File: src/design/dirt_pkg.sv
`default_nettype none
package dirt_pkg;
	// opcodes
	localparam logic [1:0] OP_STORE  = 2'd0;
	localparam logic [1:0] OP_INTERP = 2'd1;
	localparam logic [1:0] OP_SINGLE = 2'd2;
	localparam logic [1:0] OP_NONE   = 2'd3;
	// result status codes
	localparam logic [1:0] ST_INTERP = 2'd0;
	localparam logic [1:0] ST_SINGLE = 2'd1;
	localparam logic [1:0] ST_NOEARLY = 2'd2;
	// register indexes
	localparam logic [2:0] REG_ROT0 = 3'd0;
	localparam logic [2:0] REG_ROT1 = 3'd1;
	localparam logic [2:0] REG_ROT2 = 3'd2;
	localparam logic [2:0] REG_SHX  = 3'd3;
	localparam logic [2:0] REG_SHY  = 3'd4;
	localparam logic [2:0] REG_SHZ  = 3'd5;
	localparam logic [2:0] REG_CAL  = 3'd6;
	localparam int CFG_DATA_W = 48;
	localparam int CONF_W = 16;
	localparam int COEF_W = 16;
	localparam int ROT_FRAC = 14;

	// controller to datapath commands
	typedef struct packed {
		logic load;       // capture input word
		logic store;      // write earlier sample
		logic div_start;  // start alpha divider
		logic blend_en;   // blend one lane
		logic rot_clr;    // preset accumulator to the rounding half
		logic rot_mac;    // one coefficient product
		logic rot_done;   // write one global lane
		logic copy;       // uncalibrated copy
		logic out_load;   // move result to output register
		logic [2:0] lane;
		logic [1:0] col;
	} ctl_t;

	// datapath to controller status
	typedef struct packed {
		logic div_busy;
		logic calibrated;
		logic early_valid;
		logic [1:0] op;
	} sts_t;
endpackage
`default_nettype wire

File: src/design/dirt_ctrl.sv
`default_nettype none
module dirt_ctrl (
	input  wire logic clk,
	input  wire logic arst_n,
	input  wire logic in_valid,
	output logic in_ready,
	output logic out_valid,
	input  wire logic out_ready,
	input  wire dirt_pkg::sts_t sts,
	output dirt_pkg::ctl_t ctl
);
	import dirt_pkg::*;

	localparam logic [2:0] S_IDLE  = 3'd0;
	localparam logic [2:0] S_DIV   = 3'd1;
	localparam logic [2:0] S_BLEND = 3'd2;
	localparam logic [2:0] S_ROT   = 3'd3;
	localparam logic [2:0] S_FIN   = 3'd4;
	localparam logic [2:0] S_DEC   = 3'd5;

	logic [2:0] state_q;
	logic [2:0] lane_q;
	logic [1:0] col_q;
	logic       ovalid_q;
	logic       busy_q;

	// accept when no item is in work; result register may still be full
	assign in_ready  = (state_q == S_IDLE);
	assign out_valid = ovalid_q;

	always_comb begin
		ctl = '0;
		ctl.lane = lane_q;
		ctl.col = col_q;
		ctl.load = in_valid && in_ready;
		case (state_q)
			S_DEC: begin
				if (sts.op == OP_STORE) ctl.store = 1'b1;
				if (sts.op == OP_INTERP && sts.early_valid) ctl.div_start = 1'b1;
				ctl.rot_clr = 1'b1;
			end
			S_BLEND: ctl.blend_en = 1'b1;
			S_ROT: begin
				if (sts.calibrated) begin
					ctl.rot_mac = 1'b1;
					ctl.rot_done = (col_q == 2'd3);
					ctl.rot_clr = (col_q == 2'd3);
				end else begin
					ctl.copy = 1'b1;
				end
			end
			S_FIN: ctl.out_load = !ovalid_q || out_ready;
			default: ;
		endcase
	end

	// sequencer
	always_ff @(posedge clk or negedge arst_n) begin
		if (!arst_n) begin
			state_q <= S_IDLE;
			lane_q <= '0;
			col_q <= '0;
			ovalid_q <= 1'b0;
			busy_q <= 1'b0;
		end else begin
			if (ovalid_q && out_ready) ovalid_q <= 1'b0;
			case (state_q)
				S_IDLE: if (in_valid) state_q <= S_DEC;
				S_DEC: begin
					lane_q <= '0;
					col_q <= '0;
					if (sts.op == OP_STORE || sts.op == OP_NONE) state_q <= S_IDLE;
					else if (sts.op == OP_INTERP && !sts.early_valid) state_q <= S_FIN;
					else if (sts.op == OP_INTERP) state_q <= S_DIV;
					else state_q <= S_ROT;
					busy_q <= (sts.op == OP_INTERP);
				end
				S_DIV: if (!sts.div_busy && !busy_q) state_q <= S_BLEND;
					else busy_q <= 1'b0;
				S_BLEND: begin
					if (lane_q == 3'd7) begin
						lane_q <= '0;
						state_q <= S_ROT;
					end else lane_q <= lane_q + 3'd1;
				end
				S_ROT: begin
					if (!sts.calibrated || col_q == 2'd3) begin
						col_q <= '0;
						if (!sts.calibrated || lane_q == 3'd5) state_q <= S_FIN;
						else lane_q <= lane_q + 3'd1;
					end else col_q <= col_q + 2'd1;
				end
				S_FIN: if (!ovalid_q || out_ready) begin
					ovalid_q <= 1'b1;
					state_q <= S_IDLE;
				end
				default: state_q <= S_IDLE;
			endcase
		end
	end
endmodule
`default_nettype wire

File: config.mk
export PLATFORM = sky130hd
export DESIGN_NAME = dirt_ctrl
export DESIGN_NICKNAME = d
export VERILOG_FILES = /design/src/design/dirt_pkg.sv /design/src/design/dirt_ctrl.sv
export SDC_FILE = /design/constraint.sdc
export NUM_CORES = 1
export LEC_CHECK = 0
export ABC_CLOCK_PERIOD_IN_PS = 1500
export BUFFER_PORTS_ARGS = -buffer_cell sky130_fd_sc_hd__clkbuf_2
export CAP_MARGIN = 20
export CORE_AREA = 2 2 40 57
export CTS_BUF_LIST = sky130_fd_sc_hd__clkbuf_4 sky130_fd_sc_hd__clkbuf_8 sky130_fd_sc_hd__clkbuf_16
export CTS_CLUSTER_DIAMETER = 200
export DETAILED_ROUTE_END_ITERATION = 10
export DIE_AREA = 0 0 42 59
export HOLD_SLACK_MARGIN = 0.08
export PLACE_DENSITY = 0.71
export SKIP_CTS_REPAIR_TIMING = 1
export SLEW_MARGIN = 20
export SYNTH_ARGS = -nofsm -noshare
export SYNTH_HDL_FRONTEND = slang
export SYNTH_SLANG_ARGS = --single-unit
File: constraint.sdc
create_clock -name clk -period 1.5 [get_ports clk]
set_input_delay 0 -clock clk [delete_from_list [all_inputs] [get_ports clk]]
set_output_delay 0 -clock clk [all_outputs]
set_load 0.02 [all_outputs]
==> out/qor.yml <==
status: "finished clean"
diodes: 0
final_util_pct: 59.19
clkSinkCount: 10
async_flop_share_pct: 100.0
yosysWarnings: 0
hold_path_class: "in2reg"
critPathLaunchType: "flip-flop"
cp.required_ns: 1.65
ios: 25
antenna_found_initial: 0
peakVddDrop_uv: 1126
die_y_um: 59
worst_setup_path_end_kind: "flip-flop"
busiest_layer: "met2"
crit_type: "reg2reg"
synth_area_leaders: "dfrtp_1, ha_1, nor2_1"
synth_cells: 92
firstDrtPassIters: 4
dpl_cell_area_sq_um: 1021
fin_nets: 146
critical_path_arrival_ns: 1.64
synth_area_per_cell_sq_um: 9.153
power_density_nw_per_um2: 1824
final_layout_size_suffix_gt1_share_pct: 49.61
relSlewSlack_pct: 81.47
dp.cells: 141
die_w_um: 42
synth.ff_latch_count: 10
area_delta_synth_final_pct: 35.36
worst-path-max-fanout: 4
p_leak_nw: 0.5939
fin_cells: 150
synthSimpleGateAreaFrac_pct: 26.89
hold_viol: 0
post-route-cell-area_sq_um: 1140
core_sq_um: 1926
drc: 0
clk_latency_ns: 0.27
grt.total_usage_pct: 17.37
numCtsBuffers: 3
synth_commonest_cells: "dfrtp_1, nor2_1, inv_1"
htreeDepth: 1
wl_um: 1983
power.total_w: 0.002079
root_buffer: "clkbuf_4"
routedWlPerCell_um: 13.22
skew_ns: 0.01181
routed_via_density: 5.233
drtAntennaViolNets: 0
final.min_clock_period_ns: 1.494
grt_pass1_vias: 769
start_util_pct: 43.73
fin_crit_sh_pct: 99.60
hpwl_um: 1457
synth_cell_type_count: 40
synth_xor_area_share_pct: 1.040
row_count: 19
synth.top_cell.area_share_pct: 29.72
r2r_slack_ns: 0.006
fillCellCount: 176
synth_top_family_by_area: "simple AND/OR/NAND/NOR gates"
dieArea_sq_um: 2478
drv_cap: 0
grt_pass1_wl_um: 3263
yosys-mux-area-fraction_pct: 3.863
drtIter0Drc: 19
tightest_slew_ns: 0.2780
gp_congestion: 0.7831
synth_edf_count: 0
clk_pin_slew_ns: 0.08
timing.fmax_mhz: 669.3
ys_seq_area_share_pct: 29.72
clockBufferDepth: 2
globalRouteOverflowTotal: 0
ys.flop_type: "dfrtp_1"
cts_tree: "done"
drv_slew: 0
synth_nets: 108
synthAdderAreaFrac_pct: 10.40
port_buffers: 24
grtUsageMet3_pct: 1.524
yosys.area.top_type: "dfrtp_1"
netlist_area_sq_um: 842.1
synth_compound_area_share_pct: 18.13
grt_use_met2_pct: 30.13
use_met1_pct: 20.88
rsz0062_at_grt: "true"
setup_viol: 0
grt_max_degree: 12
dr_total_vias: 785
worst_hold_slack_ns: 0.07463
sequential cells by signal, summed over array words and instances, names as in the netlist:
register	count
state_q	3
busy_q	1
out_valid	1
col_q	2
lane_q	3
report_power, final:
group          internal [W]  switching, W  leakage [nW]  total, W
combinational      0.000655      0.000674         0.453   0.00133
clock              0.000121      0.000104        0.0184  0.000226
sequential         0.000386      0.000138         0.122  0.000524
layout by cell type, fill, tap and decap left out, drive strengths merged, types with 3 or more instances in the layout:
master / count
nand3: 3
clkbuf: 27
buf: 12
dfrtp: 10
nor2: 10
o21ai: 5
or2b: 3
nand2: 8
ha: 7
inv: 9
nor2b: 4
area by class of cell:
class	count	area, sq um	share of cell area, %
inverter	9	33.78	2.964
timing repair buffer	37	229.0	20.09
sequential	10	257.7	22.61
tap	21	26.28	2.305
clock buffer	4	30.03	2.634
multi-input combinational	69	563.0	49.40
logic make-up (layout without fill, tap and decap cells):
kind of cell | Yosys count | in the layout
AOI/OAI and AO/OA | 20 | 20
DFF | 10 | 10
muxes | 3 | 3
xor gates and xnor gates | 1 | 1
and+or+nand+nor | 38 | 38
adders and majority gates | 7 | 7
buffers and inverters | 13 | 50
critical path, stage by stage, from the launching register on:
cell     delay [ns]
dfrtp_2        0.44
inv_2          0.07
ha_4           0.13
and2_4         0.13
o21ai_1        0.06
a22oi_2        0.21
mux2_4         0.32
path summary, 6_finish.rpt:
kind / from / endpoint / depth (start not counted)
min reg2reg: busy_q / busy_q / 2
min in group asynchronous: arst_n / busy_q / 2
max in group asynchronous: arst_n / state_q[0] / 2
max: lane_q[1] / lane_q[0] / 6
min: in_valid / state_q[0] / 3
max reg2reg: lane_q[1] / lane_q[0] / 6
layer usage:
metal / wire length, um / vias to the layer above
met2: 1033 / 27
li1: - / 392
met4: 31 / 0
met1: 812 / 362
met3: 105 / 4
met5: 0 / -
stage by stage:
stage               setup slack, ns   TNS [ns]
CTS                         -0.1211    -0.1808
floorplan                 0.0007842          0
global placement            0.05042          0
global route               -0.05350    -0.2025
finish                     0.005951          0
detailed placement        -0.009112  -0.009112
(Power assumes the default switching activity.)
